File: src/hw/rtl/wabt_pkg.sv
`default_nettype none

package wabt_pkg;

  // Operation codes carried in the func field
  typedef enum logic [1:0] {
    FUNC_LOOKUP = 2'd0,
    FUNC_ADD    = 2'd1,
    FUNC_REMOVE = 2'd2
  } func_e;

  // Result status codes
  typedef enum logic [1:0] {
    STAT_DONE      = 2'd0,
    STAT_PRESENT   = 2'd1,
    STAT_NOT_FOUND = 2'd2,
    STAT_FULL      = 2'd3
  } status_e;

  // Control sequencer states
  typedef enum logic [1:0] {
    S_IDLE,
    S_SEARCH,
    S_APPLY
  } state_e;

  // Stored pattern: octets in the low 32 bits, wildcard mask on top
  typedef struct packed {
    logic [3:0] wild;
    logic [7:0] oct_d;
    logic [7:0] oct_c;
    logic [7:0] oct_b;
    logic [7:0] oct_a;
  } pattern_t;

  // Request beat
  typedef struct packed {
    logic [1:0] func;
    logic [7:0] octet_a;
    logic [7:0] octet_b;
    logic [7:0] octet_c;
    logic [7:0] octet_d;
    logic [3:0] wild_mask;
  } req_t;

  // Result beat
  typedef struct packed {
    logic [1:0] status;
    logic       hit;
    logic [6:0] position;
    logic [6:0] entry_count;
  } rsp_t;

  // Update command broadcast along the cell row
  typedef struct packed {
    logic append;
    logic remove;
  } cell_ctl_t;

endpackage

`default_nettype wire

File: src/hw/rtl/wabt_cell.sv
`default_nettype none

module wabt_cell #(
  parameter int CNT_W = 7,
  parameter int IDX_W = 6,
  parameter int INDEX = 0
) (
  input  wire                      clk_i,
  input  wire wabt_pkg::cell_ctl_t ctl_i,
  input  wire wabt_pkg::pattern_t  query_i,
  input  wire wabt_pkg::pattern_t  next_i,
  input  wire logic [CNT_W-1:0]    count_i,
  input  wire logic [IDX_W-1:0]    pos_i,
  output wabt_pkg::pattern_t       entry_o,
  output logic                     hit_o,
  output logic                     exact_o
);

  localparam logic [CNT_W-1:0] MyCnt   = CNT_W'(INDEX);
  localparam logic [CNT_W-1:0] NextCnt = CNT_W'(INDEX + 1);
  localparam logic [IDX_W-1:0] MyIdx   = IDX_W'(INDEX);

  wabt_pkg::pattern_t entry_q;
  logic               valid;
  logic [3:0]         oct_ok;
  logic [7:0]         e_oct [4];
  logic [7:0]         q_oct [4];

  assign valid = (MyCnt < count_i);

  assign e_oct[0] = entry_q.oct_a;
  assign e_oct[1] = entry_q.oct_b;
  assign e_oct[2] = entry_q.oct_c;
  assign e_oct[3] = entry_q.oct_d;
  assign q_oct[0] = query_i.oct_a;
  assign q_oct[1] = query_i.oct_b;
  assign q_oct[2] = query_i.oct_c;
  assign q_oct[3] = query_i.oct_d;

  // Per octet: entry wildcard, or concrete query octet equal to entry octet
  always_comb begin
    for (int k = 0; k < 4; k++) begin
      oct_ok[k] = entry_q.wild[k] | (~query_i.wild[k] & (e_oct[k] == q_oct[k]));
    end
  end

  assign hit_o   = valid & (&oct_ok);
  assign exact_o = valid & (entry_q == query_i);
  assign entry_o = entry_q;

  // Load the new pattern on append, or pull the neighbor's entry on remove
  always_ff @(posedge clk_i) begin
    if (ctl_i.append && (count_i == MyCnt)) begin
      entry_q <= query_i;
    end else if (ctl_i.remove && (MyIdx >= pos_i) && (NextCnt < count_i)) begin
      entry_q <= next_i;
    end
  end

endmodule

`default_nettype wire

File: src/hw/rtl/wabt_tree.sv
`default_nettype none

module wabt_tree #(
  parameter int LEAVES = 64
) (
  input  wire                              clk_i,
  input  wire logic [LEAVES-1:0]           hit_i,
  input  wire logic [LEAVES-1:0]           exact_i,
  output logic                             hit_o,
  output logic                             found_o,
  output logic [$clog2(LEAVES)-1:0]        pos_o
);

  localparam int Depth = $clog2(LEAVES);
  localparam int Pad   = 1 << Depth;
  localparam int IdxW  = Depth;

  // Heap-ordered nodes: root at 1, leaves at Pad .. 2*Pad-1
  logic            hit_q   [1:2*Pad-1];
  logic            found_q [1:2*Pad-1];
  logic [IdxW-1:0] pos_q   [1:2*Pad-1];

  // Register the leaves; padding leaves stay empty
  for (genvar j = 0; j < Pad; j++) begin : g_leaf
    if (j < LEAVES) begin : g_real
      always_ff @(posedge clk_i) begin
        hit_q[Pad+j]   <= hit_i[j];
        found_q[Pad+j] <= exact_i[j];
        pos_q[Pad+j]   <= exact_i[j] ? IdxW'(j) : '0;
      end
    end else begin : g_pad
      always_ff @(posedge clk_i) begin
        hit_q[Pad+j]   <= 1'b0;
        found_q[Pad+j] <= 1'b0;
        pos_q[Pad+j]   <= '0;
      end
    end
  end

  // Merge pairs one level per cycle; at most one exact entry exists
  for (genvar n = 1; n < Pad; n++) begin : g_node
    always_ff @(posedge clk_i) begin
      hit_q[n]   <= hit_q[2*n] | hit_q[2*n+1];
      found_q[n] <= found_q[2*n] | found_q[2*n+1];
      pos_q[n]   <= pos_q[2*n] | pos_q[2*n+1];
    end
  end

  assign hit_o   = hit_q[1];
  assign found_o = found_q[1];
  assign pos_o   = pos_q[1];

endmodule

`default_nettype wire

File: src/hw/rtl/wildcard_address_ban_table.sv
`default_nettype none

// Wildcard IPv4 ban table. Each request (lookup, add or remove) is taken
// when start is high and busy is low, and yields exactly one result beat on
// rsp_o, flagged by done_o for a single cycle; the receiver cannot stall it.
// Every table entry sits in its own cell and is compared against the query
// in parallel; the match flags are then merged by a registered OR tree of
// D = clog2(TABLE_ENTRIES) levels. A request holds busy high through the
// search and apply states, so no new request is taken before it is applied;
// the tree depth sets how long the search lasts. No clearing pass is needed
// after reset.
module wildcard_address_ban_table #(
  parameter int TABLE_ENTRIES = 64
) (
  input  wire                 clk_i,
  input  wire                 rst_ni,
  input  wire                 start,
  output logic                busy,
  input  wire wabt_pkg::req_t req_i,
  output logic                done_o,
  output wabt_pkg::rsp_t      rsp_o
);

  localparam int Depth = $clog2(TABLE_ENTRIES);
  localparam int IdxW  = Depth;
  localparam int CntW  = $clog2(TABLE_ENTRIES + 1);
  localparam int WaitW = $clog2(Depth + 1);
  localparam int WideW = (CntW > 7) ? CntW : 7;
  localparam logic [CntW-1:0]  Full     = CntW'(TABLE_ENTRIES);
  localparam logic [WaitW-1:0] WaitLast = WaitW'(Depth);

  wabt_pkg::state_e   state_q, state_d;
  logic [WaitW-1:0]   wait_q;
  logic [CntW-1:0]    count_q, count_d;
  wabt_pkg::pattern_t query_q, query_d;
  logic [1:0]         func_q;
  logic               accept;
  logic               apply;

  wabt_pkg::pattern_t      entries [TABLE_ENTRIES];
  logic [TABLE_ENTRIES-1:0] cell_hit;
  logic [TABLE_ENTRIES-1:0] cell_exact;
  wabt_pkg::cell_ctl_t     cell_ctl;

  logic               root_hit;
  logic               root_found;
  logic [IdxW-1:0]    root_pos;

  wabt_pkg::rsp_t     rsp_d, rsp_q;
  logic               done_q;
  logic [WideW-1:0]   pos_wide;
  logic [WideW-1:0]   cnt_wide;

  assign accept = start & ~busy;

  // Build the query pattern: octets under a wildcard bit read as zero
  always_comb begin
    query_d.wild  = req_i.wild_mask;
    query_d.oct_a = req_i.wild_mask[0] ? 8'd0 : req_i.octet_a;
    query_d.oct_b = req_i.wild_mask[1] ? 8'd0 : req_i.octet_b;
    query_d.oct_c = req_i.wild_mask[2] ? 8'd0 : req_i.octet_c;
    query_d.oct_d = req_i.wild_mask[3] ? 8'd0 : req_i.octet_d;
  end

  // Hold the accepted request
  always_ff @(posedge clk_i) begin
    if (accept) begin
      query_q <= query_d;
      func_q  <= req_i.func;
    end
  end

  // Next state
  always_comb begin
    state_d = state_q;
    case (state_q)
      wabt_pkg::S_IDLE: begin
        if (start) state_d = wabt_pkg::S_SEARCH;
      end
      wabt_pkg::S_SEARCH: begin
        if (wait_q == WaitLast) state_d = wabt_pkg::S_APPLY;
      end
      wabt_pkg::S_APPLY: begin
        state_d = wabt_pkg::S_IDLE;
      end
      default: begin
        state_d = wabt_pkg::S_IDLE;
      end
    endcase
  end

  // State outputs
  always_comb begin
    busy  = 1'b1;
    apply = 1'b0;
    case (state_q)
      wabt_pkg::S_IDLE:   busy  = 1'b0;
      wabt_pkg::S_SEARCH: apply = 1'b0;
      wabt_pkg::S_APPLY:  apply = 1'b1;
      default:            busy  = 1'b1;
    endcase
  end

  // Advance state and the tree wait counter
  always_ff @(posedge clk_i or negedge rst_ni) begin
    if (!rst_ni) begin
      state_q <= wabt_pkg::S_IDLE;
      wait_q  <= '0;
    end else begin
      state_q <= state_d;
      if (state_q == wabt_pkg::S_SEARCH) begin
        wait_q <= wait_q + WaitW'(1);
      end else begin
        wait_q <= '0;
      end
    end
  end

  // Decide the table update and the result from the tree root
  always_comb begin
    cell_ctl.append = 1'b0;
    cell_ctl.remove = 1'b0;
    count_d         = count_q;
    rsp_d.status    = wabt_pkg::STAT_DONE;
    rsp_d.hit       = 1'b0;
    case (func_q)
      wabt_pkg::FUNC_ADD: begin
        if (root_found) begin
          rsp_d.status = wabt_pkg::STAT_PRESENT;
          rsp_d.hit    = 1'b1;
        end else if (count_q >= Full) begin
          rsp_d.status = wabt_pkg::STAT_FULL;
        end else begin
          cell_ctl.append = apply;
          count_d         = count_q + CntW'(1);
        end
      end
      wabt_pkg::FUNC_REMOVE: begin
        if (root_found) begin
          rsp_d.hit       = 1'b1;
          cell_ctl.remove = apply;
          count_d         = count_q - CntW'(1);
        end else begin
          rsp_d.status = wabt_pkg::STAT_NOT_FOUND;
        end
      end
      default: begin
        rsp_d.hit = root_hit;
      end
    endcase
    pos_wide          = root_found ? WideW'(CntW'(root_pos)) : WideW'(count_q);
    cnt_wide          = WideW'(count_d);
    rsp_d.position    = pos_wide[6:0];
    rsp_d.entry_count = cnt_wide[6:0];
  end

  // Commit the entry count and drive the result beat for one cycle
  always_ff @(posedge clk_i or negedge rst_ni) begin
    if (!rst_ni) begin
      count_q <= '0;
      done_q  <= 1'b0;
    end else begin
      done_q <= apply;
      if (apply) count_q <= count_d;
    end
  end

  always_ff @(posedge clk_i) begin
    if (apply) rsp_q <= rsp_d;
  end

  assign done_o = done_q;
  assign rsp_o  = rsp_q;

  // Row of entry cells, each pulling from its upper neighbor on remove
  for (genvar i = 0; i < TABLE_ENTRIES; i++) begin : g_cell
    wabt_pkg::pattern_t next_entry;
    if (i == TABLE_ENTRIES - 1) begin : g_last
      assign next_entry = entries[i];
    end else begin : g_mid
      assign next_entry = entries[i+1];
    end

    wabt_cell #(
      .CNT_W (CntW),
      .IDX_W (IdxW),
      .INDEX (i)
    ) u_cell (
      .clk_i   (clk_i),
      .ctl_i   (cell_ctl),
      .query_i (query_q),
      .next_i  (next_entry),
      .count_i (count_q),
      .pos_i   (root_pos),
      .entry_o (entries[i]),
      .hit_o   (cell_hit[i]),
      .exact_o (cell_exact[i])
    );
  end

  // Merge the cell flags
  wabt_tree #(
    .LEAVES (TABLE_ENTRIES)
  ) u_tree (
    .clk_i   (clk_i),
    .hit_i   (cell_hit),
    .exact_i (cell_exact),
    .hit_o   (root_hit),
    .found_o (root_found),
    .pos_o   (root_pos)
  );

endmodule

`default_nettype wire

File: config.mk
export PLATFORM = sky130hd
export DESIGN_NAME = wildcard_address_ban_table
export DESIGN_NICKNAME = d
export VERILOG_FILES = /design/src/hw/rtl/wabt_pkg.sv /design/src/hw/rtl/wabt_cell.sv /design/src/hw/rtl/wabt_tree.sv /design/src/hw/rtl/wildcard_address_ban_table.sv
export SDC_FILE = /design/constraint.sdc
export NUM_CORES = 2
export LEC_CHECK = 0
export BUFFER_PORTS_ARGS = -buffer_cell sky130_fd_sc_hd__buf_4
export CELL_PAD_IN_SITES_DETAIL_PLACEMENT = 0
export CELL_PAD_IN_SITES_GLOBAL_PLACEMENT = 2
export CORE_MARGIN = 2
export CORE_UTILIZATION = 50
export DETAILED_ROUTE_END_ITERATION = 8
export GPL_ROUTABILITY_DRIVEN = 1
export PLACE_DENSITY_LB_ADDON = 0.1
export REMOVE_ABC_BUFFERS = 1
export SETUP_SLACK_MARGIN = 0.2
export SYNTH_ARGS = -nofsm -noshare
export SYNTH_HDL_FRONTEND = slang
export SYNTH_SLANG_ARGS = --single-unit
export TNS_END_PERCENT = 10
File: constraint.sdc
create_clock -name clk_i -period 18.3 [get_ports clk_i]
set_clock_uncertainty 0.2 [all_clocks]
set_input_delay 0.915 -clock clk_i [delete_from_list [all_inputs] [get_ports clk_i]]
set_output_delay 0.915 -clock clk_i [all_outputs]
set_load 0.03 [all_outputs]
==> run_results.csv <==
group,metric,value,unit
sta,fin_setup_tns,0,ps
min_path,hold_removal_path_class,"input port to flop",
logic_synthesis,synth_area_leaders,"sky130_fd_sc_hd__edfxtp_1 (51%), sky130_fd_sc_hd__mux2_2 (18%), sky130_fd_sc_hd__xnor2_1 (11%)",
global_route,grt_max_degree,95,
run_status,failing_checks,"design-rule violations",
place,place.gp.congestion,0.900,
clock_tree,cts_setup_buffers,0,
run_status,run_status,"finished with violations",
pwr,ir_worst_vdd,0.0937,mV
detailed_routing,detailedRoute.firstIterationViolations,6227,
pwr,leakage,0.0467,µW
detailed_routing,post-route-drc-count,1,
sta,worst_slack,13770,ps
logic_synthesis,post_synth_instance_area,0.139,mm²
setup_path,worst_path_max_delay_cell,"sky130_fd_sc_hd__nor4b_1",
setup_path,path_buf_inv,1,
pwr,p_sw_share,23.7,%
floorplanning,die-width,531,µm
logic_synthesis,synth-seq-cells,2746,
detailed_routing,route.detailed.vias_per_inst,5.92,
pwr,power.switching,3340,µW
final_layout,area.growth.synth_to_final,10.6,%
clock_tree,tritoncts_num_sinks,2746,
floorplanning,top_level_ports,60,
setup_path,timing.critical_path.arrival,4820,ps
sta,ratio_of_final_minimum_period_to_clock_period,24.8,%
clock_tree,h-tree-depth,5,
clock_tree,post_cts.resized_instances,0,
floorplanning,die_h,531,µm
floorplanning,fp-row-count,193,
pwr,comb_power_share,7.9,%
setup_path,setup.worst_path.end_class,"flop",
job,maxCapViolations,0,
setup_path,worst_path_dominant_cell_family,"simple AND/OR/NAND/NOR gates",
floorplanning,floorplan.initialDensity,50.3,%
global_route,first_global_vias,86202,
clock_tree,root_buffer,"sky130_fd_sc_hd__clkbuf_16",
global_route,grt_first_pass_wirelength,587000,µm
pwr,seq_power_share,47.7,%
global_route,globalRouteOverflowTotal,0,
clock_tree,cts_max_path_bufs,4,
logic_synthesis,yosys_most_used_dff,"sky130_fd_sc_hd__edfxtp_1",
logic_synthesis,netlist-cell-type-count,80,
clock_tree,clock_insertion_delay_worst_skew,900,ps
place,placed_cell_area,0.143,mm²
logic_synthesis,postSynthAreaPerCell,13.7,µm²
sta,hold_ws,72.9,ps
sta,clock.fmax,221,MHz
floorplanning,floorplan.die_area,0.282,mm²
sta,slew_headroom,11.3,%
pwr,p_per_area,91.9,mW/mm²
logic_synthesis,synthMostInstantiatedCell,"sky130_fd_sc_hd__edfxtp_1",
setup_path,required_time_at_the_worst_slack_endpoint,18590,ps
detailed_routing,antenna_violating_nets_post_route,0,
detailed_routing,vias,82404,
final_layout,post_layout_utilization_of_the_core,55.6,%
final_layout,final_layout_size_suffix_gt1_share,31.8,%
sta,actual_slew_at_the_worst_max_slew_pin,1320,ps
logic_synthesis,ys_seq_area_share,56.6,%
place,post_placement_worst_setup_slack,13910,ps
sta,timing_hold_violations_final,0,
detailed_routing,detail_route.first_pass.iterations,9,
detailed_routing,routed_wirelength,403000,µm
pwr,total_internal_power,10800,µW
logic_synthesis,ys_async_sr_fraction,0.473,%
clock_tree,cts.reportedPaths.clkPinSlew,60,ps
floorplanning,fp.coreArea,0.276,mm²
final_layout,final.fill_count,22409,
setup_path,biggest_fanout_along_the_worst_timing_path,41,
final_layout,nets,10011,
setup_path,worst-setup-path-type,"flop to flop",
logic_synthesis,synth_cells,10157,
sta,timing.final.setup_violations,0,
logic_synthesis,synth_enable_flop_cells,2359,
clock_tree,cts-buffers-inserted,307,
final_layout,final_design_area_excluding_fillers,0.154,mm²
clock_tree,post_cts_hold_buffer_count,3,
setup_path,timing.critical_path.slowest_cell_delay,1110,ps
sta,fin_crit,4530,ps
setup_path,category_of_the_worst_setup_path_launch_point,"flop",
place,buffer_ports.inserted,59,
logic_synthesis,post-synth-top-area-fraction,51.0,%
global_route,antenna_found_initial,12,
clock_tree,tritoncts,"built",
logic_synthesis,synthesis.yosys.warnings,0,
detailed_routing,drt-wirelength-per-cell,29.0,µm
sta,slew_violations,0,
place,hpwl,278000,µm
logic_synthesis,post-synth-top-area-cell,"sky130_fd_sc_hd__edfxtp_1",
logic_synthesis,synth_commonest_cells,"sky130_fd_sc_hd__edfxtp_1 (2359), sky130_fd_sc_hd__mux2_2 (2182), sky130_fd_sc_hd__xnor2_1 (1713)",
sta,rsz_0062_raised_after_global_routing,"false",
global_route,gr-usage-all-layers,28.2,%
setup_path,critical_path.cell_chain,"buf_4 -> nor4b_1 -> nand3_2 -> o21ai_4",
pwr,clock_power_share,44.4,%
[path summary, 6_finish.rpt]
| check | end | from | depth (start not counted) | slack (ps) |
|---|---|---|---|---|
| hold / removal | query_q[32] | req_i[0] | 1 | 70 |
| setup / recovery | g_cell[23].u_cell.entry_o[11] | count_q[6] | 4 | 13770 |
| hold reg to reg | u_tree.pos_q[0][86] | u_tree.found_q[0][29] | 0 | 130 |
| setup reg to reg | g_cell[23].u_cell.entry_o[11] | count_q[6] | 4 | 13770 |
| min in group asynchronous | done_o | rst_ni | 2 | 230 |
| max in group asynchronous | count_q[3] | rst_ni | 2 | 17440 |
[cells by family after synthesis]
family	synth area share (%)
muxes	18.1
DFF	56.6
and+or+nand+nor	6.28
AOI/OAI and AO/OA	2.64
xor gates and xnor gates	13.7
adders and majority gates	0.0901
buffers and inverters	2.58
[flip-flops by register name (all words and copies together) (netlist names), 2 cells and up]
signal / cells
u_tree.pos_q: 122
wait_q: 3
u_tree.found_q: 125
rsp_o: 17
u_tree.hit_q: 127
state_q: 2
query_q: 36
count_q: 7
g_cell.u_cell.entry_o: 2304
func_q: 2
[layer usage]
metal / track usage, % / vias up / part of all wire, %
met5: 0 / - / 0.018
met1: 35.2 / 42184 / 41
li1: - / 36961 / -
met3: 3.57 / 774 / 4.9
met4: 10.4 / 12 / 3.7
met2: 50.0 / 2473 / 51
[area by class of cell]
class / instances / area [µm²] / area share, %
flip-flops and latches: 2746 / 78700 / 51.2
multi-input cells: 6537 / 57400 / 37.4
clock buffers: 425 / 8810 / 5.74
well taps: 3705 / 4640 / 3.02
repair buffers: 294 / 2410 / 1.57
clock inverters: 135 / 1330 / 0.863
inverters: 74 / 294 / 0.191
diodes: 3 / 7.51 / 0.00489
[layout by cell type (no fill, tap or decap), types with 138 or more instances in the layout]
master	count
sky130_fd_sc_hd__nor4_1	172
sky130_fd_sc_hd__edfxtp_1	2359
sky130_fd_sc_hd__buf_4	275
sky130_fd_sc_hd__nor2_1	273
sky130_fd_sc_hd__clkbuf_16	322
sky130_fd_sc_hd__o21ai_0	138
sky130_fd_sc_hd__nand4_1	502
sky130_fd_sc_hd__xnor2_1	1713
sky130_fd_sc_hd__dfxtp_1	374
sky130_fd_sc_hd__mux2_2	2182
sky130_fd_sc_hd__nand2_1	140
sky130_fd_sc_hd__or2_2	192
sky130_fd_sc_hd__xor2_1	455
sky130_fd_sc_hd__a21oi_1	143
[power by group through the flow]
stage	Clock, µW	Sequential (µW)	Combinational (µW)
2_1_floorplan	0	7090	491
3_3_place_gp	0	6870	1080
3_5_place_dp	0	6870	1100
4_1_cts	6360	6740	1100
5_1_grt	6610	6730	1170
6_report	6260	6740	1110
[through the flow]
| stage | total power (µW) | std cells |
|---|---|---|
| after floorplan | 7580 | 9357 |
| after global placement | 7950 | 13353 |
| after detailed placement | 7970 | 13353 |
| after CTS | 14200 | 13916 |
| after global routing | 14500 | 13917 |
| final | 14100 | 13919 |
No activity file was read; power rests on OpenSTA's default activity.
